`config.mk`:
```
export PLATFORM = sky130hd
export DESIGN_NAME = mwm_div_step
export DESIGN_NICKNAME = d
export VERILOG_FILES = /design/src/rtl/mwm_pkg.sv /design/src/rtl/mwm_div_step.sv
export SDC_FILE = /design/constraint.sdc
export NUM_CORES = 1
export LEC_CHECK = 0
export BUFFER_PORTS_ARGS = -buffer_cell sky130_fd_sc_hd__buf_2
export CAP_MARGIN = 5
export CORE_AREA = 5 5 276 278
export CTS_CLUSTER_SIZE = 14
export DETAILED_ROUTE_END_ITERATION = 10
export DIE_AREA = 0 0 281 283
export PLACE_DENSITY = 0.48
export SYNTH_ARGS = -nofsm -noshare
export SYNTH_HDL_FRONTEND = slang
export SYNTH_SLANG_ARGS = --single-unit
```
`constraint.sdc`:
```
create_clock -name clk_i -period 3.2 [get_ports clk_i]
set_clock_uncertainty 0.2 [all_clocks]
set_input_delay 0.32 -clock clk_i [delete_from_list [all_inputs] [get_ports clk_i]]
set_output_delay 0.32 -clock clk_i [all_outputs]
set_load 0.01 [all_outputs]
```
`src/rtl/mwm_pkg.sv`:
```
// shared types and constants of the mecanum wheel mixer with speed normalization
// no dependencies; used by mwm_div_step and the core top level
`default_nettype none

package mwm_pkg;

  parameter int FRACTION_BITS_DEF = 12;   // default fraction bits of all speeds
  parameter int NUM_WHEELS        = 4;
  parameter int SPEED_W           = 16;   // wheel and chassis speed field width
  parameter int CFG_W             = 15;   // gain and limit register width
  parameter int QUO_W             = 16;   // quotient bits of 2*m*lim/max
  parameter int ADDR_W            = 3;    // two 32-bit registers at 0 and 4
  parameter int DATA_W            = 32;

  parameter logic [CFG_W-1:0] GAIN_RESET  = 15'd4096;
  parameter logic [CFG_W-1:0] LIMIT_RESET = 15'd16384;

  // per-item sideband that rides along the divider
  typedef struct packed {
    logic                             scale;  // max magnitude above limit
    logic [NUM_WHEELS-1:0]            neg;    // wheel sum was negative
    logic [NUM_WHEELS-1:0][CFG_W-1:0] rnd;    // unscaled rounded magnitude
  } mwm_side_t;

endpackage

`default_nettype wire

```
`src/rtl/mwm_div_step.sv`:
```
// one registered restoring-division step for all four wheel lanes
// depends on mwm_pkg for lane count, quotient width and the sideband struct
`default_nettype none

module mwm_div_step #(
  parameter int MAG_W = 33
) (
  input  wire logic                                                clk_i,
  input  wire logic                                                en_i,
  input  wire logic [MAG_W-1:0]                                    den_i,
  input  wire logic [mwm_pkg::NUM_WHEELS-1:0][MAG_W-1:0]           rem_i,
  input  wire logic [mwm_pkg::NUM_WHEELS-1:0][mwm_pkg::QUO_W-1:0]  low_i,
  input  wire logic [mwm_pkg::NUM_WHEELS-1:0][mwm_pkg::QUO_W-1:0]  quo_i,
  input  wire mwm_pkg::mwm_side_t                                  side_i,
  output logic      [MAG_W-1:0]                                    den_o,
  output logic      [mwm_pkg::NUM_WHEELS-1:0][MAG_W-1:0]           rem_o,
  output logic      [mwm_pkg::NUM_WHEELS-1:0][mwm_pkg::QUO_W-1:0]  low_o,
  output logic      [mwm_pkg::NUM_WHEELS-1:0][mwm_pkg::QUO_W-1:0]  quo_o,
  output mwm_pkg::mwm_side_t                                       side_o
);

  localparam int NW = mwm_pkg::NUM_WHEELS;
  localparam int QW = mwm_pkg::QUO_W;

  logic [NW-1:0][MAG_W-1:0] rem_d;
  logic [NW-1:0][QW-1:0]    low_d;
  logic [NW-1:0][QW-1:0]    quo_d;
  logic [NW-1:0][MAG_W-1:0] rem_q;
  logic [NW-1:0][QW-1:0]    low_q;
  logic [NW-1:0][QW-1:0]    quo_q;
  logic [MAG_W-1:0]         den_q;
  mwm_pkg::mwm_side_t       side_q;

  always_comb begin
    logic [MAG_W:0] trial;
    logic [MAG_W:0] diff;
    logic           ge;
    for (int l = 0; l < NW; l++) begin
      // bring down the next numerator bit, subtract when it fits
      trial    = {rem_i[l], low_i[l][QW-1]};
      diff     = trial - {1'b0, den_i};
      ge       = (trial >= {1'b0, den_i});
      rem_d[l] = ge ? diff[MAG_W-1:0] : trial[MAG_W-1:0];
      quo_d[l] = {quo_i[l][QW-2:0], ge};
      low_d[l] = {low_i[l][QW-2:0], 1'b0};
    end
  end

  always_ff @(posedge clk_i) begin
    if (en_i) begin
      rem_q  <= rem_d;
      low_q  <= low_d;
      quo_q  <= quo_d;
      den_q  <= den_i;
      side_q <= side_i;
    end
  end

  assign rem_o  = rem_q;
  assign low_o  = low_q;
  assign quo_o  = quo_q;
  assign den_o  = den_q;
  assign side_o = side_q;

endmodule

`default_nettype wire

```
# After elaboration in Yosys (flattened, before gate mapping)
# Cells that the tools add are included.
# totals
regBits	354
output_inout_bits	358
inputBits	360
# classes
n_lt_le_gt_ge	4
muxes	4
addsub	4
# op_table
cell	n
34-bit by 33-bit >= comparator with 1-bit output	4
33-bit 2-to-1 mux	4
33-bit subtractor	4

# Depth between registers and ports, before layout
# Gate-level depths: netlist of the first run.
# depth
word_depth	2
mapped_depth	15
ltp_nobuf	14

# Least setup slack after synthesis of the first run
# OpenSTA, ideal clock, no wires.
# synth_path
kind	input -> register
startpoint	input den_i[1]
endpoint	register rem_q, in the netlist rem_o[100], data pin
arrival_ns	2.799
path_buffers	1
setup_slack_ns	-0.059
stages	11
setup_time_ns	0.260
cell_sequence	inv_1 fa_1 a211oi_1 o21bai_1 a211oi_1 nor2_1 a31oi_2 o31ai_4 a21oi_2 buf_2 mux2_2
# synth_lines
element	line	source
start: declaration	mwm_div_step.sv:10	input wire logic [MAG_W-1:0] den_i,
end signal: assignment	mwm_div_step.sv:51	rem_q <= rem_d;
end: declaration	mwm_div_step.sv:28	logic [NW-1:0][MAG_W-1:0] rem_q;

==> results of run 1 <==
stage by stage:
stage	instances	hold slack, ns	setup TNS, ns	setup WS, ns	instance area [um^2]
floorplan	1675	0.219	-0.00307	-0.00307	19200
global placement	3648	0.297	-47.15	-0.511	26700
detailed placement	3648	0.298	-48.56	-0.543	26700
CTS	4081	0.00873	0	0.000343	31700
global route	4093	0.0404	-0.160	-0.0311	32000
finish	4099	0.0441	0	0.0700	32000
state kept, by name, indices dropped and copies added, names as in the netlist:
signal  cells
rem_o     132
side_o     65
quo_o      64
low_o      60
den_o      33
layer usage:
metal  global-route usage  wire [um]  vias to the layer above
li1                     -          -                     9138
met1                0.222      32300                     9305
met2                0.400      46500                      674
met3               0.0436       5480                      186
met4               0.0894       4570                       12
met5                    0         81                        -
kinds of logic (layout without fill, tap and decap cells):
logic type,after synthesis,after routing
fa+ha+maj,136,136
flops,354,354
buf+inv,133,1576
xor+xnor,114,114
compound gates,527,527
other cells,1,16
mux,16,16
simple gates,391,391
cell usage after synthesis, types with 5 or more instances:
| library cell | count |
|---|---|
| a211oi_1 | 16 |
| a21o_1 | 71 |
| a21oi_1 | 126 |
| a31oi_1 | 19 |
| a41oi_1 | 5 |
| and2_1 | 8 |
| and3_1 | 18 |
| buf_2 | 15 |
| clkbuf_1 | 42 |
| edfxtp_1 | 354 |
| ha_1 | 132 |
| inv_1 | 67 |
| mux2_2 | 14 |
| nand2_1 | 190 |
| nand2b_1 | 14 |
| nand3_1 | 20 |
| nand4_1 | 32 |
| nor2_1 | 64 |
| nor2b_1 | 11 |
| nor3_1 | 13 |
| nor4_1 | 8 |
| o211ai_1 | 5 |
| o21a_1 | 17 |
| o21ai_0 | 169 |
| o21ai_1 | 10 |
| o21bai_1 | 19 |
| o31ai_1 | 16 |
| xnor2_1 | 65 |
| xor2_1 | 49 |
layout make-up:
type                       instances  area [um^2]
clock buffer                      54         1160
sequential                       354        10600
timing repair buffer            1426        10100
tap                              969         1210
clock inverter                    28          378
multi-input combinational       1188         8300
inverter                          68          258
fill                            7025        41700
antenna                           12         30.0
worst max-delay path: stages:
cell and delay [ns]:
dlygate4sd3_1 0.56, buf_2 0.15, ha_1 0.25, a211o_1 0.31, a21oi_2 0.16, o211ai_1 0.11, o2111a_2 0.32, or3b_4 0.39
o41ai_4 0.20, buf_4 0.20, o31ai_2 0.07, xnor2_1 0.14, o21ai_1 0.08
power groups by stage:
stage	combinational (mW)	sequential, mW	clock, mW
floorplan	1.53	6.25	0
global placement	3.92	5.99	0
detailed placement	3.94	5.99	0
CTS	4.33	5.90	5.56
global route	4.72	5.94	5.76
finish	4.37	5.90	5.40
timing repair:
action	CTS	global route
buffers inserted	0	5
resized for setup	0	51
hold endpoints to repair	400	0
hold buffers	351	0
endpoints found under the setup margin	0	87
worst max path at each step:
stage / cells after the start / startpoint / end
after CTS: 13 / rem_i[34] / rem_o[40]$_DFFE_PP_
after detailed placement: 12 / den_i[2] / rem_o[25]$_DFFE_PP_
final: 13 / rem_i[45] / rem_o[64]$_DFFE_PP_
after floorplan: 11 / den_i[1] / rem_o[100]$_DFFE_PP_
after global routing: 14 / rem_i[114] / rem_o[117]$_DFFE_PP_
after global placement: 14 / den_i[11] / rem_o[21]$_DFFE_PP_
==> results.md, run 1 <==
- Worst hold endpoint: rem_o[66]$_DFFE_PP_
- CTS tree: done
- P_int: 11.1 mW
- Die Area: between 70000 and 80000 um^2
- Buffer depth of the longest clock path: 3
- Top FF cell, synth: edfxtp_1
- CORE AREA: ~74000 um^2
- Logic gate share of total power: 0.279
- Distinct cells, synth: 77
- WL per Instance: 21.7 um
- Total of max-cap violations: 0
- P_leak: roughly 14 nW
- Crit. End Element: flip-flop
- Total track usage: 0.210
- Most frequent cells in the layout: buf_2, edfxtp_1, dlygate4sd3_1, buf_4, nand2_1
- Main combinational cell family by area after synthesis: compound AO/OA/AOI/OAI gates
- Sequential cell area fraction in the yosys report: 0.553
- Post-DP HPWL: between 70000 and 80000 um
- Die width: 281 um
- CP Class: in2reg
- Crit path DAT: 3.26 ns
- Switching power: between 4 and 5 mW
- Number of synthesized flops with an enable pin: 354
- Commonest non-fill, non-tap cell in the layout: buf_2
- Pin slew with the least headroom to its limit: 0.565 ns
- Synthesized cell area: a little under 20000 um^2
- Htree depth: 2
- Yosys reg bits: approximately 350
- Ranking of synthesized cells by area: edfxtp_1, ha_1, o21ai_0
- Hold Crit Class: in2reg
- # setup viols final: 0
- Compound-Gate Fraction of Synth Area: 0.174
- Routed via count: approximately 19000
- Synth Warn #: 0
- Hold Path Stages: 4
- Row count: 100
- I/O pin total: approximately 700
- Power Total: 15.7 mW
- Clock group share of total power: 0.344
- Synth Area in Simple Gates: 0.0932
- Hold Path Origin: low_i[47]
- Worst Path Required: between 3 and 4 ns
- CTS root buf: clkbuf_16
- Synthesized instance count: approximately 1700
- Initial Util: 0.261
- Layout cell share with drive strength beyond 1: 0.390
- Final period utilization: 0.978
- Largest net degree at the start of global routing: 93
- Syn Area/Cell: roughly 11 um^2
- Worst slew margin: 0.620
- Vias in the first global route: about 20000
- DRT iter0 DRCs: around 840
- Pwr dens: roughly 500 nW/um^2
- Final hold vios: 0
- CTS Buf Count: 45
- DRT Pass-1 Iters: 5
- Crit path max fanout: 4
- Startpoint types: input port
- PortBufs: just over 700
- Max VDD drop: 0.000429 V
- Total wire length: approximately 89000 um
- Top-area cell type share of the netlist area: 0.553
- Cell accounting for the most synthesized area: edfxtp_1
- Fmax: 319 MHz
- Total gr overflow: 0
- Synthesis-to-layout area growth: 66.7%
- DRC Markers: 0
- Initial antenna violation count: 26
- Sw Ratio: 0.295
- Final ANT Viol Nets: 0
- CTS sink count: 354
- Register share of total power: 0.377
- XOR/XNOR share of the synthesized area: 0.0519
- # nets final: 3579
- Unrepaired setup endpoints after global routing: yes
- Crit path time final: approximately 3.1 ns
- Die height: roughly 280 um
- Vias/cell: around 4.7
- Clock transition at path regs: 0.06 ns
- Post-Synth Adder-Cell Area: 0.0901
- Max-slew violation count: 0
- RD Place Congestion: 0.938
- Asr flop ratio synth: 0
- Final core occ: 0.435
- First-pass GRT wire length: between 100000 and 150000 um
- Status: finished, final reports clean
- Post-synthesis mux area share: 0.00924
(Power assumes the default switching activity.)
==> inputs of run 2 (changes only) <==
Settings changed: RECOVER_POWER from default to 100.
==> run 2 against run 1 <==
Against the previous run: flip-flop and latch count is the same; via count down 0.33%; highest routed layer unchanged; worst hold slack worse by 0.0017 ns.
==> results.md, run 2 (synthesized netlist as in run 1, its figures left out) <==
- Total gr overflow: 0
- Initial antenna violation count: 26
- Total wire length: just under 90000 um
- CTS root buf: clkbuf_16
- Fmax: 319 MHz
- Logic gate share of total power: 0.271
- Die height: between 200 and 300 um
- Worst hold endpoint: rem_o[66]$_DFFE_PP_
- Hold Path Stages: 4
- DRC Markers: 0
- Dpl ws: -0.543 ns
- Largest net degree at the start of global routing: 93
- Pin slew with the least headroom to its limit: roughly 1.5 ns
- Worst Path Required: around 3.3 ns
- Pwr dens: a little under 500 nW/um^2
- Final hold slack: about 0.042 ns
- PortBufs: ~710
- Final ANT Viol Nets: 0
- Switching power: about 4.6 mW
- Hold Crit Class: in2reg
- Most frequent cells in the layout: clkbuf_1, edfxtp_1, dlygate4sd3_1, buf_4, buf_2
- P_int: between 10 and 15 mW
- Startpoint types: input port
- Synthesis-to-layout area growth: 63.6%
- Crit path max fanout: 4
- Hold Path Origin: low_i[47]
- Placed cell count: between 3000 and 4000
- Sw Ratio: 0.298
- Register share of total power: 0.382
- Vias/cell: ~4.7
- Layout cell share with drive strength beyond 1: 0.261
- Final setup margin: ~0.07 ns
- Crit path buffers/inverters: 6
- RD Place Congestion: between 0.9 and 1
- Final period utilization: 0.978
- First-pass GRT wire length: about 130000 um
- Max VDD drop: approximately 0.00042 V
- Final core occ: 0.427
- Setup TNS: 0 ns
- Total of max-cap violations: 0
- Vias in the first global route: 20219
- Post-route insts no fill: 4100
- WL per Instance: about 22 um
- Row count: 100
- Buffer depth of the longest clock path: 3
- Critical path's largest stage delay: 0.54 ns
- CTS sink count: around 350
- Fillcell total: 7230
- Power Total: ~16 mW
- Largest register FFs: roughly 130
- Final hold vios: 0
- Worst slew margin: 0.0283
- P_leak: around 13 nW
- # nets final: between 3000 and 4000
- Crit path time final: roughly 3.1 ns
- Total track usage: 0.210
- Initial Util: 0.261
- Unrepaired setup endpoints after global routing: yes
- Worst-path cell chain: dlygate4sd3_1 > clkbuf_1 > ha_1 > buf_4 > and2_1 > o211ai_1 > buf_2 > a31oi_1 > o21ai_1 > buf_4 > a21oi_1 > buf_4 > xnor2_1 > o21ai_0
- DRT Pass-1 Iters: 5
- CTS Buf Count: between 40 and 50
- Clock transition at path regs: 0.05 ns
- Die width: between 200 and 300 um
- DRT iter0 DRCs: 762
- CORE AREA: 73700 um^2
- FF/Latch Area: roughly 11000 um^2
- CTS tree: done
- Final instance area: about 31000 um^2
- Status: finished, final reports clean
- Die Area: between 70000 and 80000 um^2
- # setup viols final: 0
- Top cell family by delay on the critical path: buffers and inverters
- Most frequent CP cell: buf_4
- Crit path DAT: around 3.3 ns
- Post-DP HPWL: approximately 71000 um
- Routed via count: roughly 19000
- CP Class: in2reg
- Htree depth: 2
- Max-slew violation count: 0
- Area of placed instances: 26700 um^2
- Multi-input gate area: around 8300 um^2
- Clock group share of total power: 0.348
- Critical-path top delay cell: dlygate4sd3_1
- I/O pin total: 718
- Commonest non-fill, non-tap cell in the layout: clkbuf_1
- Crit. End Element: flip-flop
run 2: power by group through the flow:
stage	Clock, mW	Sequential (mW)	Combinational (mW)
floorplan	0	6.25	1.53
detailed placement	0	5.99	3.94
finish	5.40	5.92	4.20
global placement	0	5.99	3.92
global route	5.76	5.97	4.56
CTS	5.56	5.90	4.33
run 2: worst max path at each step:
| stage | from | to | slack (ns) | depth (start not counted) |
|---|---|---|---|---|
| 2_1_floorplan | den_i[1] | rem_o[100]$_DFFE_PP_ | -0.003 | 11 |
| 3_3_place_gp | den_i[11] | rem_o[21]$_DFFE_PP_ | -0.51 | 14 |
| 3_5_place_dp | den_i[2] | rem_o[25]$_DFFE_PP_ | -0.54 | 12 |
| 4_1_cts | rem_i[34] | rem_o[40]$_DFFE_PP_ | 0.0003 | 13 |
| 5_1_grt | rem_i[114] | rem_o[112]$_DFFE_PP_ | -0.05 | 14 |
| 6_report | rem_i[105] | rem_o[122]$_DFFE_PP_ | 0.07 | 14 |
run 2: cell type report:
cell class / count / area share
inverter: 68 / 0.00820
clock inverter: 28 / 0.0120
timing repair buffer: 1426 / 0.301
antenna: 13 / 0.00103
clock buffer: 54 / 0.0369
sequential: 354 / 0.338
tap: 969 / 0.0386
multi-input combinational: 1188 / 0.264
run 2: repair_timing:
action,CTS,global route
setup endpoints to repair,0,87
resized for setup,0,51
endpoints found under the hold margin,400,0
buffers inserted,0,5
hold buffers,351,0
run 2: layer usage:
metal,GRT usage,vias up,part of all wire
met5,0,-,0.00073
met2,0.400,653,0.52
li1,-,9144,-
met4,0.0894,10,0.053
met3,0.0436,184,0.063
met1,0.222,9260,0.36
